**src/rtl/cau_pkg.sv**
```systemverilog
// ----------------------------------------------------------------------------
// cau_pkg
// Shared codes, stage payload type and saturation helper for the complex
// arithmetic unit (signed Q16.16 operands and results).
// ----------------------------------------------------------------------------
package cau_pkg;

    // Command codes
    localparam logic [2:0] CMD_ADD  = 3'd0;
    localparam logic [2:0] CMD_MUL  = 3'd1;
    localparam logic [2:0] CMD_SUB  = 3'd2;
    localparam logic [2:0] CMD_DIV  = 3'd3;
    localparam logic [2:0] CMD_MAG  = 3'd4;
    localparam logic [2:0] CMD_CONJ = 3'd5;

    // Status codes
    localparam logic [1:0] ST_OK   = 2'd0;
    localparam logic [1:0] ST_DIV0 = 2'd1;
    localparam logic [1:0] ST_SAT  = 2'd2;

    // One quotient bit and one root bit per iteration stage
    localparam int ITER_STAGES = 33;

    localparam logic signed [49:0] SAT_HI = 50'sd2147483647;
    localparam logic signed [49:0] SAT_LO = -50'sd2147483648;

    // Payload of the iteration stages
    typedef struct packed {
        logic [2:0]  cmd;
        logic        div0;
        logic [31:0] res_r;     // finished result for add, sub, mul, conj
        logic [31:0] res_i;
        logic        res_ov;
        logic        neg_r;     // quotient signs
        logic        neg_i;
        logic        qov_r;     // integer part of quotient too large
        logic        qov_i;
        logic [63:0] dvs;       // divisor |B|^2
        logic [63:0] rem_r;     // partial remainders
        logic [63:0] rem_i;
        logic [32:0] nb_r;      // dividend bits still to shift in
        logic [32:0] nb_i;
        logic [32:0] q_r;       // quotient bits
        logic [32:0] q_i;
        logic [33:0] srem;      // square root remainder
        logic [31:0] sroot;     // square root so far
        logic [65:0] sbits;     // radicand pairs still to shift in
    } iter_t;

    // Saturate to 32 bits; bit 32 of the result flags saturation
    function automatic logic [32:0] sat32(input logic signed [49:0] v);
        logic [32:0] r;
        begin
            if (v > SAT_HI)
                r = {1'b1, 32'h7FFF_FFFF};
            else if (v < SAT_LO)
                r = {1'b1, 32'h8000_0000};
            else
                r = {1'b0, v[31:0]};
            return r;
        end
    endfunction

endpackage

```
**src/rtl/cau_iter_stage.sv**
```systemverilog
// ----------------------------------------------------------------------------
// cau_iter_stage
// One registered iteration: a restoring division step for the real and the
// imaginary quotient, and one digit of the integer square root.
// ----------------------------------------------------------------------------
module cau_iter_stage (
    input  logic            clk,
    input  logic            rst_n,
    input  logic            in_valid,
    output logic            in_ready,
    input  cau_pkg::iter_t  in_data,
    output logic            out_valid,
    input  logic            out_ready,
    output cau_pkg::iter_t  out_data
);
    import cau_pkg::*;

    logic        v_reg;
    iter_t       d_reg;
    iter_t       d_next;
    logic [64:0] rd_r, rd_i, dvs_x;
    logic        ge_r, ge_i;
    logic [35:0] sr2, trial;
    logic        sge;

    assign in_ready = !v_reg || out_ready;

    // Division and square root steps
    always_comb
    begin
        dvs_x = {1'b0, in_data.dvs};
        rd_r  = {in_data.rem_r, in_data.nb_r[32]};
        rd_i  = {in_data.rem_i, in_data.nb_i[32]};
        ge_r  = rd_r >= dvs_x;
        ge_i  = rd_i >= dvs_x;
        sr2   = {in_data.srem, in_data.sbits[65:64]};
        trial = {2'b00, in_data.sroot, 2'b01};
        sge   = sr2 >= trial;

        d_next       = in_data;
        d_next.rem_r = ge_r ? 64'(rd_r - dvs_x) : rd_r[63:0];
        d_next.rem_i = ge_i ? 64'(rd_i - dvs_x) : rd_i[63:0];
        d_next.nb_r  = {in_data.nb_r[31:0], 1'b0};
        d_next.nb_i  = {in_data.nb_i[31:0], 1'b0};
        d_next.q_r   = {in_data.q_r[31:0], ge_r};
        d_next.q_i   = {in_data.q_i[31:0], ge_i};
        d_next.srem  = sge ? 34'(sr2 - trial) : sr2[33:0];
        d_next.sroot = {in_data.sroot[30:0], sge};
        d_next.sbits = {in_data.sbits[63:0], 2'b00};
    end

    always_ff @(posedge clk or negedge rst_n)
    begin
        if (!rst_n)
            v_reg <= 1'b0;
        else if (in_ready)
            v_reg <= in_valid;
    end

    always_ff @(posedge clk)
    begin
        if (in_ready && in_valid)
            d_reg <= d_next;
    end

    assign out_valid = v_reg;
    assign out_data  = d_reg;

endmodule

```
**config.mk**
```make
export PLATFORM = sky130hd
export DESIGN_NAME = cau_iter_stage
export DESIGN_NICKNAME = d
export VERILOG_FILES = /design/src/rtl/cau_pkg.sv /design/src/rtl/cau_iter_stage.sv
export SDC_FILE = /design/constraint.sdc
export NUM_CORES = 1
export LEC_CHECK = 0
export BUFFER_PORTS_ARGS = -buffer_cell sky130_fd_sc_hd__buf_2
export CORE_AREA = 2 2 412 414
export CTS_CLUSTER_SIZE = 12
export DETAILED_ROUTE_END_ITERATION = 16
export DIE_AREA = 0 0 414 416
export PLACE_DENSITY = 0.42
export SKIP_CTS_REPAIR_TIMING = 1
export SLEW_MARGIN = 10
export SYNTH_ARGS = -nofsm -noshare
export SYNTH_HDL_FRONTEND = slang
export SYNTH_SLANG_ARGS = --single-unit
```
**constraint.sdc**
```tcl
create_clock -name clk -period 33.3 [get_ports clk]
set_clock_uncertainty 0.2 [all_clocks]
set_input_delay 3.33 -clock clk [delete_from_list [all_inputs] [get_ports clk]]
set_output_delay 3.33 -clock clk [all_outputs]
set_load 0.02 [all_outputs]
```
==> results of run 1 <==
power by group:
part	internal [uW]	total [uW]	leakage [uW]	switching (uW)
combinational	155	445	0.00950	290
sequential	796	812	0.00501	16.6
clock	451	772	0.00109	322
cell usage after synthesis, types with 3 or more instances:
cell type  number  area share (%)
xnor2_1        88             2.8
a21boi_0        8            0.22
edfxtp_1      525              58
o211ai_1       10            0.28
mux2_1          5            0.21
and3_1         16            0.37
clkbuf_2        5           0.092
nor4_1          7            0.16
and2_1          8            0.18
a211o_1         3           0.097
o21a_1         24            0.66
a211oi_1       13            0.36
a221oi_1        7            0.23
nand4_1        45             1.0
xor2_1         62             2.0
nor2_1        142             2.0
a21oi_2        41             1.3
and4_1          5            0.16
o21ai_2         5            0.16
nand3_1        29            0.53
ha_1          162             7.5
nor3_1         25            0.46
nand2_1       170             2.3
mux2_4          5            0.28
a2111oi_0       4            0.13
nor2b_1        14            0.32
o22ai_1         3           0.069
a41oi_1         5            0.16
o31a_1          3           0.097
a31oi_1        24            0.55
a21oi_1       180             3.3
nand2b_1       19            0.44
o21ai_1        39            0.72
mux2_2         22            0.91
buf_2          25            0.46
a221o_1         4            0.15
clkbuf_1       44            0.61
o31ai_1         8            0.22
o211a_1         6            0.22
buf_4           6            0.17
buf_6          15            0.62
a21o_1         98             2.7
o21ai_0       123             2.3
o21bai_1       22            0.61
inv_1         147             2.0
registers in the layout (all words and copies together) (netlist names):
| register | count |
|---|---|
| out_data | 525 |
| out_valid | 1 |
layer usage:
| metal | track usage (%) | up-vias |
|---|---|---|
| li1 | - | 10530 |
| met4 | 6.004 | 70 |
| met3 | 4.941 | 238 |
| met1 | 16.03 | 11020 |
| met5 | 0 | - |
| met2 | 28.01 | 843 |
worst min-delay path, stage by stage (launching register included):
cell and delay, ns:
dfrtp_1 0.34, nand2b_1 0.24, nand2b_1 0.17
area by class of cell:
type | instances | share of cell area (%)
flip-flops and latches | 526 | 42.52
multi-input cells | 1500 | 27.75
repair buffers | 1072 | 14.58
well taps | 2218 | 7.473
clock buffers | 83 | 4.848
inverters | 147 | 1.486
clock inverters | 40 | 1.253
diodes | 13 | 0.08760
path summary, 6_finish.rpt:
check / slack (ns) / end / startpoint / cells past startpoint
min in group asynchronous: 2.22 / out_valid$_DFFE_PN0N_ / rst_n / 1
max in group asynchronous: 30.60 / out_valid$_DFFE_PN0N_ / rst_n / 1
min reg2reg: 0.59 / out_valid$_DFFE_PN0N_ / out_valid$_DFFE_PN0N_ / 2
max: 24.42 / out_data[344]$_DFFE_PP_ / in_data[397] / 15
max reg2reg: 28.86 / out_data[395]$_DFFE_PP_ / out_valid$_DFFE_PN0N_ / 5
min: 0.59 / out_valid$_DFFE_PN0N_ / out_valid$_DFFE_PN0N_ / 2
through the flow:
step	utilization, %	instance area [sq um]	power, uW	std cells	hold WS [ns]
detailed placement	20.72	34840	1275	5463	0.5472
finish	22.09	37140	2029	5599	0.5891
global route	22.08	37130	2125	5595	0.6210
global placement	20.72	34840	1275	5463	0.5609
CTS	22.07	37110	2070	5586	0.5700
floorplan	-	27180	1112	2270	0.5826
kinds of logic (layout without fill, tap and decap cells):
group,after synthesis,after routing,synth area share [%]
mux,32,32,1.396
other cells,1,17,0.01380
flops,526,526,58.13
xor+xnor,150,150,4.836
compound gates,657,657,15.61
buf+inv,244,1342,4.049
fa+ha+maj,164,164,7.609
simple gates,493,493,8.360
==> key figures, run 1 <==
Finish
  • Register area: 15790 sq um
  • Commonest non-fill, non-tap cell in the layout: buf_2
  • Commonest non-fill, non-tap cells in the layout: buf_2 (1057), edfxtp_1 (525), a21oi_1 (180), nand2_1 (170), ha_1 (162)
  • Fillers: 18460
  • Layout cells sized above 1: 37.17%
  • Multi-input gate area: 10310 sq um
  • Final Net Count: 4013
  • Layout area overhead: 36.71%

Routing
  • Routed wire per std cell: 24.37 um
  • Top Metal Used: met5
  • Metal3 WL: 10.23 mm
  • Routed WL: approximately 140 mm
  • Wl on met1: about 50 mm
  • DRC viols: 0
  • Avg Vias per Cell: 4.054
  • Drt first-iter violations: 1366
  • First-pass detailed-route iteration total: 5
  • Met2 wire len: 70.92 mm
  • Vias: 22700
  • Post-DRT Antenna Nets: 0

Timing
  • Final hold vios: 0
  • Setup ws final: 24.42 ns
  • Final min period: approximately 8.9 ns
  • Worst Max-Slew Pin Slew: about 1.1 ns
  • RSZ-0062 raised after global routing: no
  • Sum Neg Setup Slack: 0 ns
  • Final Cycle Share: 26.66%
  • Fmax achieved: about 110 MHz
  • Relative slew margins: about a quarter
  • # setup viols final: 0
  • Count of pins over their slew limit: 0

Worst setup path
  • Top Family by Delay on Critical Path: compound AO/OA/AOI/OAI gates
  • Nature of the critical path endpoint: flip-flop
  • Worst Path Max Fanout: 49
  • Max stage delay cell, worst path: buf_4
  • Worst Path Class, Setup: primary input to flip-flop
  • CP peak stage delay: 0.68 ns
  • Critical path cell sequence: buf_2, inv_1, ha_1, nand4_1, a21oi_1, o21ai_1, a211oi_2, o21ai_2, buf_4, o211ai_1, a41oi_2, o21ai_4, buf_4, buf_4, mux2_2
  • Most common cell on crit path: buf_4
  • WP data arrival: 9.11 ns
  • Critical Path RT: 33.54 ns
  • CP Buf/Inv Count: 5
  • Startpoint types: primary input

Hold path
  • Path category of the worst min-delay check: flip-flop to flip-flop

Yosys
  • Cell area after synthesis: between 20000 and 30000 sq um
  • Seq/Total Area, Yosys: 58.13%
  • Yosys warnings: 0
  • Post-Synthesis Cells: 2267
  • Mean Syn Cell Area: 11.98 sq um
  • Top_reg_cell synth: edfxtp_1
  • Async SR Flop Fraction: 0.1901%
  • Unique masters post-synth: between 80 and 90
  • EDFF count, synth: 525
  • #FFs+latches synth: 526

Clock tree
  • Worst-Skew Late Latency: 0.67 ns
  • H-tree Lvls: 3
  • Cts bufs inserted: a little under 70
  • Clock sinks: 526
  • Clock slew at reported path FFs: 0.06 ns
  • CTS max path bufs: 3
  • Clk root buf: clkbuf_16
  • CTS tree: done

Floorplanning
  • Io pins: 1064
  • Core area: 168100 sq um
  • Row count: around 150
  • Die height: 416 um
  • Die X: 414 um
  • Die area: around 170000 sq um
  • Initial Util: 16.16%

Outcome
  • Status: finished clean

Placed design
  • Post-DP HPWL: 114.3 mm
  • Port Buffer Count: 1057
  • Pre-CTS WS: around 23 ns
  • Routability Congestion: 0.8949

Power and ir drop
  • Power density of the placed cells: 54.63 nW/um^2
  • Leak Pwr: between 0.015 and 0.02 uW
  • Peak VDD IR: approximately 0.035 mV

GRT
  • First-pass GRT wire length: 184.0 mm
  • Largest net degree at the start of global routing: 120
  • Gr ovfl total: 0
  • Initial antenna violation count: 77
  • GRT Resource Usage Total: 15.26%
  • Vias in the first global route: 22790

Job
  • Max Cap Viol: 0
Power figures use the tool's default switching activity.
==> run 2: changes to the inputs <==
ABC_AREA = 1   (was default)
CORE_AREA = 2 2 413 415   (was 2 2 412 414)
DIE_AREA = 0 0 415 417   (was 0 0 414 416)
PLACE_DENSITY = 0.46   (was 0.42)
clock period = 8.6 ns   (was 33.3 ns; I/O delays follow)
==> run 2 against run 1 <==
Effect of this change: register-to-register slack worse by 23 ns; combinational power rose to 4.7 times the previous value; synthesized area grew 20%; critical endpoint is now out_data[265]$_DFFE_PP_; critical path type unchanged.
==> key figures, run 2 <==
Power and ir drop
  • Comb pwr share: between 20% and 30%
  • Sequential share of power: 38.2%
  • Leak Pwr: 0.02194 uW
  • Clock Power Share: 36.7%
  • Power density of the placed cells: between 150 and 200 nW/um^2
  • NetSw: 2796 uW
  • Peak VDD IR: 0.1285 mV
  • Sw frac: between 30 and 40%
  • P_int: 5410 uW

Clock tree
  • Clock sinks: between 500 and 600
  • Worst-Skew Late Latency: just under 0.7 ns
  • Cts bufs inserted: 69
  • CTS max path bufs: 3
  • Clock slew at reported path FFs: 0.06 ns
  • Clk root buf: clkbuf_16
  • H-tree Lvls: 3
  • CTS tree: done

Routing
  • DRC viols: 0
  • Routed wire per std cell: 23.96 um
  • Post-DRT Antenna Nets: 0
  • Routed WL: approximately 180 mm
  • Drt first-iter violations: 2026
  • Vias: ~31000
  • Avg Vias per Cell: 4.133
  • First-pass detailed-route iteration total: 7

Floorplanning
  • Core area: 168500 sq um
  • Die height: 417 um
  • Die area: 173100 sq um
  • Io pins: 1064
  • Initial Util: 19.29%
  • Die X: 415 um
  • Row count: 151

Timing
  • Final min period: 4.470 ns
  • Worst Max-Slew Pin Slew: 0.9837 ns
  • Count of pins over their slew limit: 0
  • Final Cycle Share: 51.98%
  • Sum Neg Setup Slack: 0 ns
  • Relative slew margins: between 30% and 40%
  • Final hold vios: 0
  • Setup ws final: 4.130 ns
  • # setup viols final: 0
  • Fmax achieved: roughly 220 MHz
  • RSZ-0062 raised after global routing: no
  • Hold_ws: between 0.1 and 0.15 ns

Yosys
  • Adder-Cell Fraction of Synth Area: 6.359%
  • Post-synth top area cell: edfxtp_1
  • Synth Area in Simple Gates: 29.67%
  • #FFs+latches synth: 526
  • Post-Synthesis Cells: 4183
  • Async SR Flop Fraction: 0.1901%
  • Mean Syn Cell Area: 7.771 sq um
  • EDFF count, synth: roughly 530
  • Top_reg_cell synth: edfxtp_1
  • Cell area after synthesis: 32500 sq um
  • Largest family of logic cells by synthesized area: simple AND/OR/NAND/NOR gates
  • Synth Area in XOR/XNOR: 2.209%
  • Mux share of post-synthesis cell area: 0%
  • Synth top cells by count: nand2_1 (1703), inv_1 (811), edfxtp_1 (525), nor2_1 (273), nand3_1 (242)
  • Unique masters post-synth: 38
  • Yosys warnings: 0
  • Seq/Total Area, Yosys: 48.58%
  • Compound-cell area share of the yosys netlist: 2.745%
  • Most common cell in the netlist: nand2_1
  • Synth top area cells: edfxtp_1 (49%), nand2_1 (20%), inv_1 (9.4%), ha_1 (6.2%), nand3_1 (3.7%)
  • Synth top area share: 48.50%

Finish
  • Max reg flops: 525
  • Commonest non-fill, non-tap cells in the layout: nand2_1 (1703), buf_2 (1057), inv_1 (809), edfxtp_1 (525), nor2_1 (273)
  • Final Net Count: 5980
  • Commonest non-fill, non-tap cell in the layout: nand2_1
  • Layout area overhead: 31.65%
  • Layout cells sized above 1: between 20% and 30%

Worst setup path
  • Startpoint types: primary input
  • Most common cell on crit path: nand2_1
  • R2r startpoint: out_valid$_DFFE_PN0N_
  • Reg-to-reg slack, setup: approximately 5.7 ns
  • Critical path cell sequence: buf_2, inv_1, ha_1, nand2_1, nand2_1, nand2_1, nand2_1, inv_1, nand3_2, nand2_1, nand2_2, nand2_1, nand2_1, nand2_2, buf_4, nand2_2, buf_12, o21ai_0
  • FF-to-FF End: out_data[361]$_DFFE_PP_
  • WP data arrival: 4.72 ns
  • Critical Path RT: ~8.9 ns
  • CP peak stage delay: 0.72 ns
  • CP Launch Point: in_data[398]
  • CP Capture Point: out_data[265]$_DFFE_PP_
  • Nature of the critical path endpoint: flip-flop
  • Worst Path Max Fanout: 63
  • Worst Path Class, Setup: primary input to flip-flop
  • Max stage delay cell, worst path: nand2_2
  • R2R cell count: 3

GRT
  • GRT Resource Usage Total: a little over 20%
  • Largest net degree at the start of global routing: 143
  • Met1 usage in global routing: 20.57%
  • Met3 track demand over resource: 4.349%
  • Busiest grt layer: met2
  • Vias in the first global route: 30580
  • Initial antenna violation count: 61
  • Met2 Usage GRT: 39.49%
  • Gr ovfl total: 0
  • First-pass GRT wire length: about 240 mm

Placed design
  • Pre-CTS WS: 3.500 ns
  • Port Buffer Count: roughly 1100
  • Routability Congestion: 0.9575
  • Post-DP HPWL: 157.0 mm

Job
  • Max Cap Viol: 0

Outcome
  • Status: finished clean

Hold path
  • Path category of the worst min-delay check: primary input to flip-flop
## run 2: cell types whose count changed after synthesis, sizes merged, moves of 94 or more
cell   delta
nand2  +1568
a21o     -94
o21ai   -131
nand3   +215
inv     +673
nor2    +146
## run 2: worst min-delay path by stage
stage / startpoint / to / slack (ns) / depth (start not counted)
floorplan: rst_n / out_valid$_DFFE_PN0N_ / 0.36 / 0
global route: in_data[137] / out_data[138]$_DFFE_PP_ / 0.1 / 1
global placement: out_valid$_DFFE_PN0N_ / out_valid$_DFFE_PN0N_ / 0.38 / 2
finish: in_data[482] / out_data[482]$_DFFE_PP_ / 0.15 / 1
detailed placement: out_valid$_DFFE_PN0N_ / out_valid$_DFFE_PN0N_ / 0.38 / 2
CTS: rst_n / out_valid$_DFFE_PN0N_ / -0.34 / 1
## run 2: kinds of logic after synthesis
group / after synthesis
simple gates: 2372
buf+inv: 864
xor+xnor: 82
fa+ha+maj: 164
compound gates: 174
other cells: 1
flops: 526
## run 2: worst max-delay path: cells and delay by family
kind | cells | cell delay [ns]
AOI/OAI and AO/OA | 1 | 0.40
adders and majority gates | 1 | 0.34
buffers and inverters | 5 | 1.40
and+or+nand+nor | 11 | 1.63
## run 2: layer usage
metal / share of wire, % / routed length [um]
met5: 0.19 / 343
met4: 4.5 / 8176
met3: 5.4 / 9827
met1: 36 / 64490
met2: 54 / 98630
## run 2: power by group through the flow
stage	registers (uW)	logic, uW	clock network [uW]
after global routing	3150	2250	3200
after detailed placement	3180	2090	0
after CTS	3140	2100	3120
after global placement	3190	2090	0
final	3130	2070	3010
after floorplan	3440	938	0
## run 2: cell type report
type	count	area, sq um
antenna	17	42.54
multi-input combinational	2796	13350
sequential	526	15790
fill	18870	125700
clock inverter	42	465.4
clock buffer	84	1846
tap	2218	2775
inverter	821	3089
timing repair buffer	1069	5433
## run 2: per-stage QoR
stage	util [%]	total power [uW]	cells	cell area, sq um
after global placement	23.99	5280	7429	40430
after CTS	25.36	8353	7555	42740
after detailed placement	23.99	5279	7429	40430
after floorplan	-	4380	4186	32540
after global routing	25.38	8594	7565	42770
final	25.39	8206	7573	42790
